**src/hdl/fla_pkg.sv**
```systemverilog
// ----------------------------------------------------------------------------
// fla_pkg
// Shared types and constants of the lease-based fifo lock arbiter.
// ----------------------------------------------------------------------------
`default_nettype none

package fla_pkg;

   // widths fixed by the request and result fields
   localparam int NW = 4;
   localparam int LEASE_W = 20;
   localparam int CMD_W = 2;
   localparam int OUTCOME_W = 3;
   localparam int COUNT_OUT_W = 5;
   localparam int NODE_LIMIT = 1 << NW;
   localparam logic [LEASE_W-1:0] LEASE_RESET = LEASE_W'(1000);

   // request commands
   localparam logic [CMD_W-1:0] CMD_LOCK   = 2'd0;
   localparam logic [CMD_W-1:0] CMD_UNLOCK = 2'd1;
   localparam logic [CMD_W-1:0] CMD_TICK   = 2'd2;

   // result outcome codes
   localparam logic [OUTCOME_W-1:0] OC_GRANTED   = 3'd0;
   localparam logic [OUTCOME_W-1:0] OC_QUEUED    = 3'd1;
   localparam logic [OUTCOME_W-1:0] OC_ALREADY   = 3'd2;
   localparam logic [OUTCOME_W-1:0] OC_RELEASED  = 3'd3;
   localparam logic [OUTCOME_W-1:0] OC_WITHDRAWN = 3'd4;
   localparam logic [OUTCOME_W-1:0] OC_IGNORED   = 3'd5;
   localparam logic [OUTCOME_W-1:0] OC_EXPIRED   = 3'd6;
   localparam logic [OUTCOME_W-1:0] OC_TICK      = 3'd7;

   // access to the link memories, from the control core
   typedef struct packed {
      logic          rd_en;
      logic [NW-1:0] rd_next_addr;
      logic [NW-1:0] rd_prev_addr;
      logic          wr_next_en;
      logic [NW-1:0] wr_next_addr;
      logic [NW-1:0] wr_next_data;
      logic          wr_prev_en;
      logic [NW-1:0] wr_prev_addr;
      logic [NW-1:0] wr_prev_data;
   } mem_req_type;

   // registered read data of the link memories
   typedef struct packed {
      logic [NW-1:0] next_node;
      logic [NW-1:0] prev_node;
   } mem_rsp_type;

   typedef enum logic [1:0] {
      ST_IDLE = 2'b01,
      ST_EXEC = 2'b10
   } fsm_state_type;

endpackage

`default_nettype wire

```
**src/hdl/fla_link_mem.sv**
```systemverilog
// ----------------------------------------------------------------------------
// fla_link_mem
// Next and previous link memories of the wait queue, one entry per node,
// each with one write port and one registered read port.
// ----------------------------------------------------------------------------
`default_nettype none

module fla_link_mem #(
   parameter int DEPTH = 16
) (
   input  wire logic                 clock,
   input  wire fla_pkg::mem_req_type mem_req,
   output      fla_pkg::mem_rsp_type mem_rsp
);

   localparam int AW = (DEPTH > 1) ? $clog2(DEPTH) : 1;

   logic [AW-1:0] next_mem [DEPTH];
   logic [AW-1:0] prev_mem [DEPTH];
   logic [AW-1:0] rd_next_ff;
   logic [AW-1:0] rd_prev_ff;

   always_ff @(posedge clock) begin
      if (mem_req.wr_next_en) begin
         next_mem[mem_req.wr_next_addr[AW-1:0]] <= mem_req.wr_next_data[AW-1:0];
      end
      if (mem_req.rd_en) begin
         rd_next_ff <= next_mem[mem_req.rd_next_addr[AW-1:0]];
      end
   end

   always_ff @(posedge clock) begin
      if (mem_req.wr_prev_en) begin
         prev_mem[mem_req.wr_prev_addr[AW-1:0]] <= mem_req.wr_prev_data[AW-1:0];
      end
      if (mem_req.rd_en) begin
         rd_prev_ff <= prev_mem[mem_req.rd_prev_addr[AW-1:0]];
      end
   end

   assign mem_rsp.next_node = fla_pkg::NW'(rd_next_ff);
   assign mem_rsp.prev_node = fla_pkg::NW'(rd_prev_ff);

endmodule

`default_nettype wire

```
**src/hdl/fla_lock_core.sv**
```systemverilog
// ----------------------------------------------------------------------------
// fla_lock_core
// Lock holder, lease counter and queue head/tail/count registers; reads the
// link memories when a request is taken and writes them back on commit.
// ----------------------------------------------------------------------------
`default_nettype none

module fla_lock_core #(
   parameter int MAX_NODES = 16
) (
   input  wire logic                                clock,
   input  wire logic                                reset,
   input  wire logic                                req_valid,
   output      logic                                req_stall,
   input  wire logic [fla_pkg::CMD_W-1:0]           req_command,
   input  wire logic [fla_pkg::NW-1:0]              req_requester_id,
   input  wire logic [fla_pkg::LEASE_W-1:0]         lease_ticks,
   output      fla_pkg::mem_req_type                mem_req,
   input  wire fla_pkg::mem_rsp_type                mem_rsp,
   output      logic                                rsp_valid,
   input  wire logic                                rsp_stall,
   output      logic                                rsp_granted,
   output      logic [fla_pkg::NW-1:0]              rsp_granted_id,
   output      logic                                rsp_holder_valid,
   output      logic [fla_pkg::NW-1:0]              rsp_holder_id,
   output      logic [fla_pkg::COUNT_OUT_W-1:0]     rsp_waiting_count,
   output      logic [fla_pkg::OUTCOME_W-1:0]       rsp_outcome
);

   localparam int NODE_COUNT = (MAX_NODES < fla_pkg::NODE_LIMIT) ? MAX_NODES
                                                                  : fla_pkg::NODE_LIMIT;
   localparam int IW = $clog2(NODE_COUNT);
   localparam int CW = $clog2(NODE_COUNT + 1);

   fla_pkg::fsm_state_type state_ff, state_in;

   logic [fla_pkg::CMD_W-1:0]   cmd_ff;
   logic [fla_pkg::NW-1:0]      id_ff;
   logic                        holder_valid_ff, holder_valid_in;
   logic [fla_pkg::NW-1:0]      holder_ff, holder_in;
   logic [fla_pkg::LEASE_W-1:0] lease_left_ff, lease_left_in;
   logic [IW-1:0]               head_ff, head_in;
   logic [IW-1:0]               tail_ff, tail_in;
   logic [CW-1:0]               count_ff, count_in;
   logic [NODE_COUNT-1:0]       waiting_ff, waiting_in;

   logic                            rsp_valid_ff, rsp_valid_in;
   logic                            granted_ff, granted_in;
   logic [fla_pkg::NW-1:0]          granted_id_ff, granted_id_in;
   logic [fla_pkg::OUTCOME_W-1:0]   outcome_ff, outcome_in;

   logic          accept;
   logic          commit;
   logic          use_head;
   logic          id_ok;
   logic [IW-1:0] idx;
   logic          is_waiting;
   logic          release_req;
   logic [IW-1:0] rd_next;
   logic [IW-1:0] rd_prev;

   assign accept = req_valid && (state_ff == fla_pkg::ST_IDLE);
   assign commit = (state_ff == fla_pkg::ST_EXEC) && (!rsp_valid_ff || !rsp_stall);
   assign req_stall = (state_ff != fla_pkg::ST_IDLE);

   // ticks and releases read the head's next link, all else the requester's links
   assign use_head = (req_command == fla_pkg::CMD_TICK) ||
                     ((req_command == fla_pkg::CMD_UNLOCK) && holder_valid_ff &&
                      (holder_ff == req_requester_id));

   assign id_ok = (32'(id_ff) < 32'(MAX_NODES));
   assign idx = id_ff[IW-1:0];
   assign is_waiting = id_ok && waiting_ff[idx];
   assign rd_next = mem_rsp.next_node[IW-1:0];
   assign rd_prev = mem_rsp.prev_node[IW-1:0];

   always_comb begin
      state_in = state_ff;
      case (state_ff)
         fla_pkg::ST_IDLE: begin
            if (accept) begin
               state_in = fla_pkg::ST_EXEC;
            end
         end
         fla_pkg::ST_EXEC: begin
            if (commit) begin
               state_in = fla_pkg::ST_IDLE;
            end
         end
         default: begin
            state_in = fla_pkg::ST_IDLE;
         end
      endcase
   end

   always_comb begin
      holder_valid_in = holder_valid_ff;
      holder_in       = holder_ff;
      lease_left_in   = lease_left_ff;
      head_in         = head_ff;
      tail_in         = tail_ff;
      count_in        = count_ff;
      waiting_in      = waiting_ff;
      granted_in      = 1'b0;
      granted_id_in   = '0;
      outcome_in      = fla_pkg::OC_IGNORED;
      release_req     = 1'b0;

      mem_req.rd_en        = accept;
      mem_req.rd_next_addr = use_head ? fla_pkg::NW'(head_ff) : req_requester_id;
      mem_req.rd_prev_addr = req_requester_id;
      mem_req.wr_next_en   = 1'b0;
      mem_req.wr_next_addr = fla_pkg::NW'(tail_ff);
      mem_req.wr_next_data = id_ff;
      mem_req.wr_prev_en   = 1'b0;
      mem_req.wr_prev_addr = id_ff;
      mem_req.wr_prev_data = fla_pkg::NW'(tail_ff);

      case (cmd_ff)
         fla_pkg::CMD_TICK: begin
            outcome_in = fla_pkg::OC_TICK;
            if (holder_valid_ff) begin
               if (lease_left_ff <= fla_pkg::LEASE_W'(1)) begin
                  outcome_in  = fla_pkg::OC_EXPIRED;
                  release_req = 1'b1;
               end else begin
                  lease_left_in = lease_left_ff - fla_pkg::LEASE_W'(1);
               end
            end
         end
         fla_pkg::CMD_LOCK: begin
            if (id_ok) begin
               if (!holder_valid_ff) begin
                  holder_valid_in = 1'b1;
                  holder_in       = id_ff;
                  lease_left_in   = lease_ticks;
                  granted_in      = 1'b1;
                  granted_id_in   = id_ff;
                  outcome_in      = fla_pkg::OC_GRANTED;
               end else if (is_waiting) begin
                  outcome_in = fla_pkg::OC_ALREADY;
               end else if (count_ff < CW'(NODE_COUNT)) begin
                  outcome_in      = fla_pkg::OC_QUEUED;
                  waiting_in[idx] = 1'b1;
                  count_in        = count_ff + CW'(1);
                  tail_in         = idx;
                  if (count_ff == '0) begin
                     head_in = idx;
                  end else begin
                     // link old tail forward to us and us back to it
                     mem_req.wr_next_en = commit;
                     mem_req.wr_prev_en = commit;
                  end
               end
            end
         end
         fla_pkg::CMD_UNLOCK: begin
            if (id_ok) begin
               if (holder_valid_ff && (holder_ff == id_ff)) begin
                  outcome_in  = fla_pkg::OC_RELEASED;
                  release_req = 1'b1;
               end else if (is_waiting) begin
                  outcome_in      = fla_pkg::OC_WITHDRAWN;
                  waiting_in[idx] = 1'b0;
                  count_in        = count_ff - CW'(1);
                  // unlink from the queue, moving head or tail or patching the neighbours
                  if (idx == head_ff) begin
                     head_in = rd_next;
                  end else begin
                     mem_req.wr_next_en   = commit;
                     mem_req.wr_next_addr = fla_pkg::NW'(rd_prev);
                     mem_req.wr_next_data = fla_pkg::NW'(rd_next);
                  end
                  if (idx == tail_ff) begin
                     tail_in = rd_prev;
                  end else begin
                     mem_req.wr_prev_en   = commit;
                     mem_req.wr_prev_addr = fla_pkg::NW'(rd_next);
                     mem_req.wr_prev_data = fla_pkg::NW'(rd_prev);
                  end
               end
            end
         end
         default: begin
            outcome_in = fla_pkg::OC_IGNORED;
         end
      endcase

      // free the lock and hand it to the queue head, if anyone waits
      if (release_req) begin
         holder_valid_in = 1'b0;
         holder_in       = '0;
         lease_left_in   = '0;
         if (count_ff != '0) begin
            holder_valid_in     = 1'b1;
            holder_in           = fla_pkg::NW'(head_ff);
            lease_left_in       = lease_ticks;
            granted_in          = 1'b1;
            granted_id_in       = fla_pkg::NW'(head_ff);
            waiting_in[head_ff] = 1'b0;
            count_in            = count_ff - CW'(1);
            head_in             = rd_next;
         end
      end

      if (commit) begin
         rsp_valid_in = 1'b1;
      end else if (!rsp_stall) begin
         rsp_valid_in = 1'b0;
      end else begin
         rsp_valid_in = rsp_valid_ff;
      end
   end

   always_ff @(posedge clock) begin
      if (reset) begin
         state_ff        <= fla_pkg::ST_IDLE;
         holder_valid_ff <= 1'b0;
         holder_ff       <= '0;
         lease_left_ff   <= '0;
         head_ff         <= '0;
         tail_ff         <= '0;
         count_ff        <= '0;
         waiting_ff      <= '0;
         rsp_valid_ff    <= 1'b0;
      end else begin
         state_ff     <= state_in;
         rsp_valid_ff <= rsp_valid_in;
         if (commit) begin
            holder_valid_ff <= holder_valid_in;
            holder_ff       <= holder_in;
            lease_left_ff   <= lease_left_in;
            head_ff         <= head_in;
            tail_ff         <= tail_in;
            count_ff        <= count_in;
            waiting_ff      <= waiting_in;
         end
      end
   end

   always_ff @(posedge clock) begin
      if (accept) begin
         cmd_ff <= req_command;
         id_ff  <= req_requester_id;
      end
      if (commit) begin
         granted_ff    <= granted_in;
         granted_id_ff <= granted_id_in;
         outcome_ff    <= outcome_in;
      end
   end

   // holder and queue registers change only on commit, so they match the result
   assign rsp_valid         = rsp_valid_ff;
   assign rsp_granted       = granted_ff;
   assign rsp_granted_id    = granted_id_ff;
   assign rsp_holder_valid  = holder_valid_ff;
   assign rsp_holder_id     = holder_ff;
   assign rsp_waiting_count = fla_pkg::COUNT_OUT_W'(count_ff);
   assign rsp_outcome       = outcome_ff;

endmodule

`default_nettype wire

```
**src/hdl/fifo_lock_arbiter_with_lease_top.sv**
```systemverilog
// ----------------------------------------------------------------------------
// fifo_lock_arbiter_with_lease_top
// Single shared lock with a first-come wait queue and a lease per grant.
//
// Request channel (req_): command (lock, unlock, tick) and requester id,
// taken when req_valid is high and req_stall low. Every request gives one
// result on the rsp_ channel: new grant, holder after the request, number of
// waiters and an outcome code.
// The link memories are read as a request is taken and written back on
// commit, when the result is loaded into the output register. A new
// request is taken only once the last one has been committed.
// The result register holds while rsp_stall is high. One more request can be
// taken meanwhile, but it is not finished until the result is taken, and
// req_stall stays high until then.
// The user must write the lease length through csr_wr_en/csr_wr_data only
// while idle, not enforced by the block. Reset frees the lock, empties the
// queue and sets the lease to 1000 ticks; the queue links need no clearing.
// ----------------------------------------------------------------------------
`default_nettype none

module fifo_lock_arbiter_with_lease_top #(
   parameter int MAX_NODES = 16
) (
   input  wire logic                                clock,
   input  wire logic                                reset,
   input  wire logic                                req_valid,
   output      logic                                req_stall,
   input  wire logic [fla_pkg::CMD_W-1:0]           req_command,
   input  wire logic [fla_pkg::NW-1:0]              req_requester_id,
   output      logic                                rsp_valid,
   input  wire logic                                rsp_stall,
   output      logic                                rsp_granted,
   output      logic [fla_pkg::NW-1:0]              rsp_granted_id,
   output      logic                                rsp_holder_valid,
   output      logic [fla_pkg::NW-1:0]              rsp_holder_id,
   output      logic [fla_pkg::COUNT_OUT_W-1:0]     rsp_waiting_count,
   output      logic [fla_pkg::OUTCOME_W-1:0]       rsp_outcome,
   input  wire logic                                csr_wr_en,
   input  wire logic [fla_pkg::LEASE_W-1:0]         csr_wr_data
);

   localparam int NODE_COUNT = (MAX_NODES < fla_pkg::NODE_LIMIT) ? MAX_NODES
                                                                  : fla_pkg::NODE_LIMIT;

   logic [fla_pkg::LEASE_W-1:0] lease_ticks_ff;
   fla_pkg::mem_req_type        mem_req;
   fla_pkg::mem_rsp_type        mem_rsp;

   always_ff @(posedge clock) begin
      if (reset) begin
         lease_ticks_ff <= fla_pkg::LEASE_RESET;
      end else if (csr_wr_en) begin
         lease_ticks_ff <= csr_wr_data;
      end
   end

   fla_link_mem #(
      .DEPTH (NODE_COUNT)
   ) u_link_mem (
      .clock   (clock),
      .mem_req (mem_req),
      .mem_rsp (mem_rsp)
   );

   fla_lock_core #(
      .MAX_NODES (MAX_NODES)
   ) u_lock_core (
      .clock             (clock),
      .reset             (reset),
      .req_valid         (req_valid),
      .req_stall         (req_stall),
      .req_command       (req_command),
      .req_requester_id  (req_requester_id),
      .lease_ticks       (lease_ticks_ff),
      .mem_req           (mem_req),
      .mem_rsp           (mem_rsp),
      .rsp_valid         (rsp_valid),
      .rsp_stall         (rsp_stall),
      .rsp_granted       (rsp_granted),
      .rsp_granted_id    (rsp_granted_id),
      .rsp_holder_valid  (rsp_holder_valid),
      .rsp_holder_id     (rsp_holder_id),
      .rsp_waiting_count (rsp_waiting_count),
      .rsp_outcome       (rsp_outcome)
   );

endmodule

`default_nettype wire

```
**config.mk**
```make
export PLATFORM = sky130hd
export DESIGN_NAME = fifo_lock_arbiter_with_lease_top
export DESIGN_NICKNAME = d
export VERILOG_FILES = /design/src/hdl/fla_pkg.sv /design/src/hdl/fla_link_mem.sv /design/src/hdl/fla_lock_core.sv /design/src/hdl/fifo_lock_arbiter_with_lease_top.sv
export SDC_FILE = /design/constraint.sdc
export NUM_CORES = 1
export LEC_CHECK = 0
export BUFFER_PORTS_ARGS = -buffer_cell sky130_fd_sc_hd__buf_2
export CAP_MARGIN = 20
export CORE_ASPECT_RATIO = 0.7
export CORE_MARGIN = 2
export CORE_UTILIZATION = 55
export CTS_CLUSTER_DIAMETER = 80
export CTS_CLUSTER_SIZE = 40
export DETAILED_ROUTE_END_ITERATION = 8
export GPL_TIMING_DRIVEN = 0
export PLACE_DENSITY = 0.73
export SYNTH_ARGS = -nofsm -noshare
export SYNTH_HDL_FRONTEND = slang
export SYNTH_HIERARCHICAL = 1
export SYNTH_SLANG_ARGS = --single-unit
```
**constraint.sdc**
```tcl
create_clock -name clock -period 6.63 [get_ports clock]
set_input_delay 0.3315 -clock clock [delete_from_list [all_inputs] [get_ports clock]]
set_output_delay 0.3315 -clock clock [all_outputs]
set_load 0.005 [all_outputs]
```
# --- After elaboration in Yosys (flattened, before gate mapping) ---
# Memory sizes are Yosys's and may differ from the RTL's. A register that Yosys moved wholly into a read port is not among the register bits.
# Cells that the tools add are included.
totals:
  mem_bits_rw: 128
  latch_bits: 0
  register_bits: 91
  mem_count: 2
  output_inout_bits: 20
  elab_cells: 171
  romBits: 0
op_classes:
  n_reduce_logical: 22
  n_bitwise: 5
  div_mod_pow: 0
  addsub: 3
  mul: 0
  muxes: 94
  eq_ne: 24
  order_cmp: 6
  shift: 0
memory_table:
  columns: ["name", "depth", "width", "rd", "rd_clocked_by_memory_dff", "write_ports", "line_no", "text"]
  rows:
  - ["u_link_mem.next_mem", 16, 4, 1, 1, 1, "fla_link_mem.sv:18", "logic [AW-1:0] next_mem [DEPTH];"]
  - ["u_link_mem.prev_mem", 16, 4, 1, 1, 1, "fla_link_mem.sv:19", "logic [AW-1:0] prev_mem [DEPTH];"]
op_table:
  columns: ["cell", "n"]
  rows:
  - ["$mux 16", 7]
  - ["$mux 20", 5]
  - ["$mux 4", 24]
  - ["$pmux 20 s2", 1]
  - ["$mux 18", 2]
  - ["$mux 5", 7]
  - ["$and 16x16->16", 2]
  - ["$not 16->16", 2]
  - ["$pmux 16 s2", 1]
  - ["$mux 1", 26]
  - ["$le 20x1->1 const B", 1]
  - ["$sub 20x1->20 const B", 1]
  - ["$mux 9", 2]
  - ["$eq 4x4->1", 4]
  - ["$mux 8", 2]
  - ["$ne 2x1->1 const B", 8]
  - ["$or 16x16->16", 1]
  - ["$pmux 4 s2", 2]
  - ["$mux 3", 4]
  - ["$lt 4x5->1 const B", 2]
  - ["$pmux 5 s2", 1]
  - ["$pmux 3 s3", 1]
  - ["$demux 1 s4", 2]
  - ["$ge 4x1->1 const B", 2]
  - ["other kinds (25)", 44]

# --- Logic depth before layout (Yosys ltp) ---
# Gate-level depths: netlist of run 1.
depth:
  ltp_word: 12
  ltp_mapped: 11
  depth_no_buf: 9

# --- Cells and area by module ---
# The synthesis of run 1 kept the hierarchy.
by_module_without_submodules:
  columns: ["mod", "instances", "cells_each", "area_each_um2"]
  rows:
  - ["fla_link_mem", 1, 260, 5412.7]
  - ["fla_lock_core", 1, 603, 4951.0]
  - ["fifo_lock_arbiter_with_lease_top", 1, 65, 737.0]

# --- Worst setup path after synthesis of run 1 ---
# OpenSTA, ideal clock, no wires.
synth_path:
  path_kind: "register to register"
  startpoint: "register u_lock_core/id_ff[1] (netlist name)"
  endpoint: "memory u_link_mem/prev_mem[0][0] (netlist name), enable pin"
  setup_ps: 361
  slack_ps: 2881
  t_required_ps: 6269
  t_arrival_ps: 3388
  stages_incl_launch_ff: 11
  n_path_buf: 2
  cell_sequence: "edfxtp_1 -> buf_2 -> mux2i_1 -> mux4_2 -> and2_1 -> nor3_1 -> and2_1 -> buf_2 -> mux2_2 -> or3b_2 -> nor3_1"
synth_lines:
  columns: ["item", "line_no", "text"]
  rows:
  - ["start, declared", "fla_lock_core.sv:38", "logic [fla_pkg::NW-1:0] id_ff;"]
  - ["start signal, assigned", "fla_lock_core.sv:244", "id_ff <= req_requester_id;"]
  - ["end, declared", "fla_link_mem.sv:19", null]

==> results of run 1 <==
[per-stage QoR]
step,utilization [%],power [mW],hold WS (ns),setup slack [ns]
finish,60.6,2.55,0.0511,2.08
global route,60.6,2.64,0.0428,1.93
CTS,60.6,2.56,0.0480,2.17
detailed placement,59.0,1.82,0.470,2.18
global placement,59.0,1.82,0.463,2.20
floorplan,-,1.74,0.430,2.88
[synth_stat cells, drive strengths merged (4+ instances only)]
cell / count / area, um^2
edfxtp: 150 / 4500
nor2: 99 / 372
dfxtp: 77 / 1540
nand2: 48 / 183
nand3: 46 / 230
clkbuf: 36 / 135
a21oi: 33 / 169
mux4: 33 / 848
nor3: 30 / 150
buf: 27 / 215
mux2i: 26 / 260
o21ai: 25 / 125
mux2: 24 / 270
nor2b: 23 / 144
a211oi: 21 / 170
inv: 19 / 71.3
a22oi: 15 / 113
xnor2: 14 / 123
xor2: 13 / 114
a211o: 10 / 87.6
a221oi: 10 / 87.6
nand4: 10 / 62.6
nand2b: 9 / 56.3
and2: 8 / 50.1
ha: 8 / 100
nor4: 8 / 62.6
a22o: 7 / 61.3
a311oi: 7 / 61.3
a32oi: 7 / 61.3
or3: 7 / 43.8
nor3b: 6 / 50.1
a31oi: 5 / 31.3
nand3b: 5 / 37.5
o22ai: 5 / 31.3
a32o: 4 / 40.0
a41oi: 4 / 35.0
and3: 4 / 25.0
or4: 4 / 37.5
[power by group through the flow]
stage	clock network (mW)	logic, mW	registers [mW]
after floorplan	0	0.173	1.57
after global placement	0	0.241	1.58
after detailed placement	0	0.244	1.58
after global routing	0.819	0.268	1.55
final	0.759	0.248	1.54
after CTS	0.774	0.245	1.54
[cell families after synthesis]
kind of cell,count (synthesis)
adder cells (fa/ha/maj),8
XOR/XNOR,27
flip-flops,227
buffers and inverters,82
AO/OA/AOI/OAI,183
multiplexers,83
AND/OR/NAND/NOR,318
[registers in the layout (all words and copies together), names as in the netlist]
register	flops
u_lock_core/rsp_granted_id	4
u_lock_core/cmd_ff	2
u_link_mem/rd_prev_ff	4
lease_ticks_ff	20
u_lock_core/rsp_waiting_count	5
u_link_mem/rd_next_ff	4
u_lock_core/waiting_ff	16
u_lock_core/head_ff	4
u_lock_core/id_ff	4
u_link_mem/prev_mem	64
u_lock_core/tail_ff	4
u_lock_core/rsp_granted	1
u_lock_core/lease_left_ff	20
u_lock_core/rsp_holder_id	4
u_lock_core/rsp_valid	1
u_lock_core/rsp_holder_valid	1
u_link_mem/next_mem	64
u_lock_core/state_ff	2
u_lock_core/rsp_outcome	3
[cell usage in the layout, fill, tap and decap left out, types with 9 or more instances in the layout]
| cell | instances |
|---|---|
| nand3_1 | 46 |
| mux2_2 | 24 |
| buf_2 | 58 |
| a21oi_1 | 32 |
| edfxtp_1 | 150 |
| nor2b_1 | 23 |
| mux2i_1 | 26 |
| xnor2_1 | 14 |
| nand2_1 | 47 |
| inv_1 | 19 |
| nand4_1 | 10 |
| xor2_1 | 13 |
| clkbuf_1 | 37 |
| nand2b_1 | 9 |
| clkbuf_16 | 11 |
| a211oi_1 | 20 |
| mux4_1 | 28 |
| nor3_1 | 30 |
| a211o_1 | 10 |
| nor2_1 | 99 |
| a221oi_1 | 10 |
| a22oi_1 | 15 |
| o21ai_0 | 23 |
| dfxtp_1 | 77 |
[worst max-delay path by stage]
stage          slack (ns)                           start                                   to  cells after the start
6_report             2.08  u_lock_core/id_ff[1]$_DFFE_PP_  u_link_mem/prev_mem[0][0]$_DFFE_PP_                     10
5_1_grt              1.93  u_lock_core/id_ff[1]$_DFFE_PP_  u_link_mem/prev_mem[0][2]$_DFFE_PP_                     11
4_1_cts              2.17  u_lock_core/id_ff[1]$_DFFE_PP_  u_link_mem/prev_mem[0][3]$_DFFE_PP_                     10
3_5_place_dp         2.18  u_lock_core/id_ff[1]$_DFFE_PP_  u_link_mem/prev_mem[0][0]$_DFFE_PP_                     10
3_3_place_gp         2.20  u_lock_core/id_ff[1]$_DFFE_PP_  u_link_mem/prev_mem[0][0]$_DFFE_PP_                     10
2_1_floorplan        2.88  u_lock_core/id_ff[1]$_DFFE_PP_  u_link_mem/prev_mem[0][0]$_DFFE_PP_                     10
[metal layers]
layer,routed length [um],GRT usage [%],share of wire [%]
met1,12300,38.1,47
met2,11300,36.7,43
met3,2190,3.78,8.4
met4,362,4.57,1.4
met5,0,0,0
[worst max-delay path, cell delays in order (launching register included)]
cell and delay (ns):
edfxtp_1 0.46, buf_2 0.33, mux2i_1 0.14, mux4_2 0.52, and2_1 0.22, nor3_1 0.69, and2_1 0.22, buf_2 0.22
mux2_2 0.40, or3b_2 0.53, nor3_1 0.47
[cell type report]
class / count / share of cell area [%]
Inverter: 19 / 0.594
Multi-Input combinational cell: 619 / 38.6
Buffer: 63 / 2.92
Clock buffer: 13 / 2.44
Tap cell: 270 / 2.81
Timing Repair Buffer: 48 / 2.00
Clock inverter: 3 / 0.281
Sequential cell: 227 / 50.4
==> results.yml, run 1 <==
clocking:
  cts_sinks: 227
  cts_tree: "built"
  hold_buffers: 0
  cts_resized: 0
  cts_root_buf: "clkbuf_16"
  clkTransAtPathRegs_ns: 0.12
  cts-buffers-inserted: 10
  htree_levels: 1
  post_cts_buffers: 0
  clock_path_buffers: 3
  worst_skew_pair.late_latency_ns: 0.49
logic_synthesis:
  synth-xor-area-share_pct: 2.13
  muxShareOfSynthArea_pct: 12.4
  synth-main-ff-cell: "edfxtp_1"
  syn_area_um2: 11100
  synth_seq_area_share_pct: 54.5
  netlist-cell-type-count: 73
  ys_ff_latch: 227
  synthAdderAreaFrac_pct: 0.902
  synth-async-reset-ratio_pct: 0
  synth_nets: 967
  synth_edf_count: 150
  syn_avg_cell_area_um2: 12.0
  synthSimpleGateAreaFrac_pct: 14.4
  synthCells: 928
  synth_top_family_by_area: "simple AND/OR/NAND/NOR gates"
  synth-compound-area-share_pct: 11.9
  yosysWarnings: 6
floorplan:
  die_w_um: 174
  num_io_pins: 51
  die_area_um2: 21400
  start_util_pct: 56.1
  coreArea_um2: 19800
  rows: 43
  die_y_um: 123
finish:
  nNetsFinal: 1027
  syn_to_final_growth_pct: 8.15
  drive_gt1_share_pct: 12.9
  fill_cells: 1592
  stdcell_area_um2: 12000
  diodes: 0
  regArea_um2: 6050
  final_cells: 1262
  multi_input_area_um2: 4630
place:
  place.gp.congestion: 0.926
  portBuffers: 48
  dp_hpwl_mm: 19.0
  dpl.cell_count: 1246
  dpl_cell_area_um2: 11700
worst_setup_path:
  rr_worst_depth: 10
  cp_data_arrival_time_ns: 4.69
  regToRegSetupSlack_ns: 2.08
  cp-end-kind: "register"
  cp_max_fo: 10
  cp-start-kind: "register"
  regToRegStartpoint: "u_lock_core/id_ff[1]$_DFFE_PP_"
  worstSetupPathType: "reg -> reg"
  required_ns: 6.77
  worstReg2RegEnd: "u_link_mem/prev_mem[0][0]$_DFFE_PP_"
timing:
  drv_slew: 0
  rsz0062_at_grt: "no"
  post-route-period-util_pct: 68.6
  worstMarginPinSlew_ns: 1.00
  hold_violations: 0
  finClkSkew_ns: 0.0245
  min_period_ns: 4.55
  tns_ns: 0
  fmax_mhz: 220
  maxSlewHeadroom_pct: 32.7
  setup_viol: 0
global_routing:
  grt_max_degree: 42
  grt_usage_pct: 24.4
  grt.overflow.total: 0
  grt_pass1_vias: 7290
  antenna_found_initial: 0
  grt_pass1_wl_mm: 40.8
hold_path:
  hp-start: "csr_wr_data[9]"
  min_path_type: "in -> reg"
  min_to: "lease_ticks_ff[9]$_SDFFE_PP1P_"
  holdPathStages: 2
power:
  p_per_area_nw_per_um2: 213
  power.internal_mw: 1.95
  power_frac_seq_pct: 60.5
  switchingPower_mw: 0.603
  worst_ir_drop_vdd_mv: 0.249
  pwr-share-comb_pct: 9.7
  p_leak_nw: 4.13
  switching_share_pct: 23.6
  pwr-share-clk_pct: 29.7
route:
  wl_mm: 26.1
  route.detailed.drc: 0
  drt-pass1-iter-count: 6
  ant_nets: 0
  drtIter0Drc: 938
  wire_per_inst_um: 20.7
  viasPerCell: 6.36
  num_vias: 8025
flow_run:
  drv_cap: 0
outcome:
  status: "finished, final reports clean"
Power figures use the tool's default switching activity.
==> run 2, diff against run 1 <==
PLACE_DENSITY = 0.75   (was 0.73)
clock period = 4 ns   (was 6.63 ns; I/O delays follow)
==> results.yml, run 2 (synthesized netlist as in run 1, its figures left out) <==
route:
  ant_nets: 0
  viasPerCell: 6.36
  drt-pass1-iter-count: 8
  wl_mm: 27.3
  wire_per_inst_um: 21.1
  drtIter0Drc: 1284
  num_vias: 8219
  route.detailed.drc: 0
timing:
  maxSlewHeadroom_pct: 25.6
  min_period_ns: 3.91
  drv_slew: 0
  setup_viol: 0
  rsz0062_at_grt: "no"
  fmax_mhz: 256
  finClkSkew_ns: 0.0300
  hold_violations: 0
  worstMarginPinSlew_ns: 1.11
  tns_ns: 0
  post-route-period-util_pct: 97.8
clocking:
  cts_root_buf: "clkbuf_16"
  htree_levels: 1
  cts_sinks: 227
  clock_path_buffers: 3
  worst_skew_pair.late_latency_ns: 0.50
  cts-buffers-inserted: 11
  cts_tree: "built"
  clkTransAtPathRegs_ns: 0.13
worst_setup_path:
  worstSetupPathType: "reg -> reg"
  cp_data_arrival_time_ns: 4.09
  regToRegStartpoint: "u_lock_core/id_ff[1]$_DFFE_PP_"
  critPathMaxStageDelay_ns: 0.57
  worstPathCellList: "clkbuf_4, mux2i_1, mux4_2, and2_1, nor3_4, and2_1, buf_2, mux2_2, or3b_2, nor3_4"
  crit_path_start: "u_lock_core/id_ff[1]$_DFFE_PP_"
  cp_max_fo: 10
  rr_worst_depth: 10
  cp-end-kind: "register"
  crit_slowest_cell: "or3b_2"
  cp.buffers_inverters: 2
  cp_num_cells: 10
  critPathTopFamily: "simple AND/OR/NAND/NOR gates"
  required_ns: 4.18
  cp-start-kind: "register"
floorplan:
  rows: 43
  start_util_pct: 56.1
  coreArea_um2: 19800
  die_area_um2: 21400
  die_y_um: 123
  num_io_pins: 51
  die_w_um: 174
finish:
  syn_to_final_growth_pct: 11.7
  layout_commonest_cell: "edfxtp_1"
  drive_gt1_share_pct: 14.2
  final_cell_mix: "150 x edfxtp_1, 95 x nor2_1, 77 x dfxtp_1"
  nNetsFinal: 1057
power:
  p_leak_nw: 4.30
  worst_ir_drop_vdd_mv: 0.311
  p_total_mw: 4.36
  p_per_area_nw_per_um2: 352
place:
  portBuffers: 48
  place.gp.congestion: 0.949
  dp_hpwl_mm: 19.1
global_routing:
  grt_pass1_vias: 7710
  antenna_found_initial: 1
  grt.overflow.total: 0
  grt_pass1_wl_mm: 42.6
  grt_max_degree: 42
  grt_usage_pct: 25.6
hold_path:
  hp-start: "csr_wr_en"
  holdPathStages: 3
  min_path_type: "in -> reg"
flow_run:
  drv_cap: 0
outcome:
  status: "finished, final reports clean"
==> run 2: final cells by class <==
cell class                      instances  area [um^2]
Antenna cell                            1         2.50
Fill cell                            1573         7390
Buffer                                 62          350
Timing Repair Buffer                   78          533
Multi-Input combinational cell        619         4700
Inverter                               19         71.3
Clock inverter                          4         57.6
Sequential cell                       227         6050
Clock buffer                           13          304
Tap cell                              270          338
==> run 2: stage by stage <==
step | setup WS, ns | instance area (um^2) | util (%) | std cells | hold WS (ns)
6_report | 0.0872 | 12400 | 62.7 | 1293 | 0.0667
5_1_grt | 0.00683 | 12400 | 62.7 | 1293 | 0.0803
4_1_cts | 0.0104 | 12400 | 62.4 | 1290 | 0.0561
3_5_place_dp | -0.579 | 11700 | 59.0 | 1246 | 0.413
3_3_place_gp | -0.571 | 11700 | 59.0 | 1246 | 0.412
2_1_floorplan | 0.251 | 11100 | - | 928 | 0.299
==> run 2: power breakdown <==
group	switching, mW	total, mW	internal, mW
Sequential	0.0293	2.56	2.53
Combinational	0.267	0.444	0.177
Clock	0.774	1.36	0.583
==> run 2: final timing paths <==
path | endpoint | slack [ns]
worst max-delay path | u_link_mem/prev_mem[0][1]$_DFFE_PP_ | 0.09
worst min register to register | u_lock_core/waiting_ff[6]$_SDFFE_PP0P_ | 0.49
worst min-delay path | lease_ticks_ff[9]$_SDFFE_PP1P_ | 0.07
worst max register to register | u_link_mem/prev_mem[0][1]$_DFFE_PP_ | 0.09
==> run 2: routing by layer <==
layer | wire length [um] | up-vias | track usage, %
li1 | - | 3765 | -
met1 | 12500 | 3996 | 38.5
met2 | 11800 | 397 | 38.9
met3 | 2280 | 61 | 3.87
met4 | 711 | 0 | 7.20
met5 | 0 | - | 0
==> run 2: repair_timing <==
| item | 4_1_cts | 5_1_grt |
|---|---|---|
| hold endpoints to repair | 27 | 0 |
| gates resized for setup | 11 | 6 |
| pin swaps | 0 | 2 |
| hold buffers | 27 | 0 |
| gates cloned | 0 | 0 |
| setup buffers | 0 | 3 |
| setup endpoints to repair | 88 | 88 |
==> run 2: tightest hold or removal path, cell delays in order <==
cell and delay, ns:
buf_6 0.12, nor2b_1 0.11, a211o_1 0.10
==> run 3, diff against run 2 <==
SYNTH_HIERARCHICAL = unset   (was 1)
==> results.yml, run 3 <==
route:
  viasPerCell: 6.43
  drt-pass1-iter-count: 5
  num_vias: 8553
  drtIter0Drc: 1051
  ant_nets: 0
  wl_mm: 29.5
  wire_per_inst_um: 22.2
  route.detailed.drc: 0
timing:
  hold_violations: 0
  maxSlewHeadroom_pct: 21.8
  rsz0062_at_grt: "no"
  whs_ns: 0.0673
  drv_slew: 0
  fmax_mhz: 257
  setup_viol: 0
  post-route-period-util_pct: 97.2
  min_period_ns: 3.89
  finClkSkew_ns: 0.0394
  worstMarginPinSlew_ns: 1.16
clocking:
  post_cts_buffers: 0
  cts_root_buf: "clkbuf_16"
  cts_sinks: 227
  worst_skew_pair.late_latency_ns: 0.50
  cts-buffers-inserted: 11
  htree_levels: 1
  clkTransAtPathRegs_ns: 0.12
  cts_tree: "built"
  clock_path_buffers: 3
global_routing:
  grt_max_degree: 42
  grt_pass1_wl_mm: 46.3
  grt_pass1_vias: 8026
  antenna_found_initial: 0
  grt.overflow.total: 0
  grt_usage_pct: 28.1
finish:
  diodes: 0
  syn_to_final_growth_pct: 11.0
  final_cell_mix: "150 x edfxtp_1, 129 x nor2_1, 77 x dfxtp_1"
  drive_gt1_share_pct: 15.7
  nNetsFinal: 1097
  layout_commonest_cell: "edfxtp_1"
  stdcell_area_um2: 12300
logic_synthesis:
  yosysTopAreaCell: "edfxtp_1"
  synth_seq_area_share_pct: 54.4
  synth-async-reset-ratio_pct: 0
  synth_common_cells: "150 x edfxtp_1, 129 x nor2_1, 77 x dfxtp_1, 47 x a21oi_1, 47 x nand2_1"
  synth_top_cell_area_share_pct: 40.5
  synthCells: 969
  synth-main-ff-cell: "edfxtp_1"
  yosysWarnings: 0
  synth_edf_count: 150
  netlist-cell-type-count: 73
  synth.most_common_cell: "edfxtp_1"
  ys_ff_latch: 227
  synth_nets: 1009
  syn_avg_cell_area_um2: 11.5
  syn_area_um2: 11100
  synth_area_leaders: "edfxtp_1 41%, dfxtp_1 14%, mux4_2 5.1%"
worst_setup_path:
  cp_data_arrival_time_ns: 4.12
  worstSetupPathType: "in -> reg"
  crit_slowest_cell: "a2111oi_0"
  required_ns: 4.23
  cp-end-kind: "register"
  cp_common_cell: "buf_2"
  cp.buffers_inverters: 3
  cp-start-kind: "primary input"
  critPathTopFamily: "compound AO/OA/AOI/OAI gates"
  cp_max_fo: 10
  worstPathCellList: "dlygate4sd3_1, buf_2, buf_2, xor2_1, nor3_2, a21oi_2, mux2i_2, a211oi_1, a2111oi_0, or3b_2"
  critPathMaxStageDelay_ns: 0.91
floorplan:
  die_w_um: 174
  start_util_pct: 56.1
  die_area_um2: 21400
  coreArea_um2: 19800
  die_y_um: 123
  rows: 43
  num_io_pins: 51
place:
  dp_hpwl_mm: 21.2
  dpl_cell_area_um2: 11700
  place.gp.congestion: 0.944
  portBuffers: 48
power:
  worst_ir_drop_vdd_mv: 0.367
  p_leak_nw: 3.99
  p_per_area_nw_per_um2: 351
flow_run:
  drv_cap: 0
hold_path:
  min_path_type: "in -> reg"
outcome:
  status: "finished, final reports clean"
## run 3: cell types whose count changed after synthesis, moves of 12 or more
| cell | delta |
|---|---|
| a31oi_1 | +12 |
| nor2_1 | +30 |
| nand3_1 | -33 |
| mux4_2 | +20 |
| mux2i_1 | +16 |
| a21oi_1 | +15 |
| mux4_1 | -28 |
## run 3: area by class of cell
| cell class | count | area (um^2) |
|---|---|---|
| well taps | 270 | 338 |
| clock buffers | 12 | 279 |
| fillers | 1629 | 7470 |
| clock inverters | 5 | 86.3 |
| multi-input cells | 650 | 4670 |
| flip-flops and latches | 227 | 6050 |
| repair buffers | 76 | 518 |
| inverters | 25 | 93.8 |
| plain buffers | 66 | 303 |
## run 3: power by group
| part | internal [mW] | switching, mW |
|---|---|---|
| registers | 2.52 | 0.0339 |
| logic | 0.150 | 0.250 |
| clock network | 0.559 | 0.813 |
## run 3: final timing paths
path / start / endpoint / slack [ns] / cells after the start
worst max register to register: u_lock_core.id_ff[3]$_DFFE_PP_ / u_link_mem.next_mem[5][3]$_DFFE_PP_ / 0.19 / 8
worst min register to register: u_lock_core.state_ff[1]$_SDFFE_PP0P_ / u_lock_core.rsp_valid$_SDFFE_PP0P_ / 0.48 / 2
worst min-delay path: req_valid / u_lock_core.state_ff[1]$_SDFFE_PP0P_ / 0.07 / 4
worst max-delay path: req_requester_id[1] / u_link_mem.rd_next_ff[3]$_DFFE_PP_ / 0.11 / 10
## run 3: metrics by stage
| step | worst slack, ns | cells | total power [mW] | util (%) | setup TNS, ns |
|---|---|---|---|---|---|
| 2_1_floorplan | 1.05 | 969 | 2.84 | - | 0 |
| 3_3_place_gp | -0.0476 | 1287 | 2.96 | 59.0 | -0.753 |
| 3_5_place_dp | 0.141 | 1288 | 2.97 | 59.1 | 0 |
| 4_1_cts | 0.0849 | 1332 | 4.32 | 62.3 | 0 |
| 5_1_grt | 0.0353 | 1331 | 4.44 | 62.3 | 0 |
| 6_report | 0.113 | 1331 | 4.32 | 62.3 | 0 |
## run 3: cells by family (layout without fill, tap and decap cells)
| kind of cell | after synthesis | count (layout) | synth area share, % |
|---|---|---|---|
| and+or+nand+nor | 297 | 297 | 13.2 |
| AOI/OAI and AO/OA | 236 | 236 | 15.3 |
| DFF | 227 | 227 | 54.4 |
| buffers and inverters | 92 | 184 | 3.60 |
| muxes | 82 | 82 | 10.4 |
| xor gates and xnor gates | 26 | 26 | 2.05 |
| adders and majority gates | 9 | 9 | 1.01 |
## run 3: tightest hold or removal path, stage by stage
cell and delay, ns:
buf_2 0.09, inv_1 0.04, or2_2 0.10, a21oi_1 0.07
## run 3: layer usage
metal / share of wire, % / routed length (um) / up-vias / GRT usage, %
met1: 46 / 13600 / 4177 / 44.1
met5: 0 / 0 / - / 0
met3: 13 / 3770 / 20 / 7.87
met2: 40 / 11900 / 493 / 39.8
met4: 0.77 / 228 / 0 / 3.57
li1: - / - / 3863 / -
## run 3: what timing repair did
| action | CTS | global route |
|---|---|---|
| setup endpoints to repair | 0 | 48 |
| hold endpoints to repair | 27 | 0 |
| hold buffers | 27 | 0 |
| resized for setup | 0 | 2 |
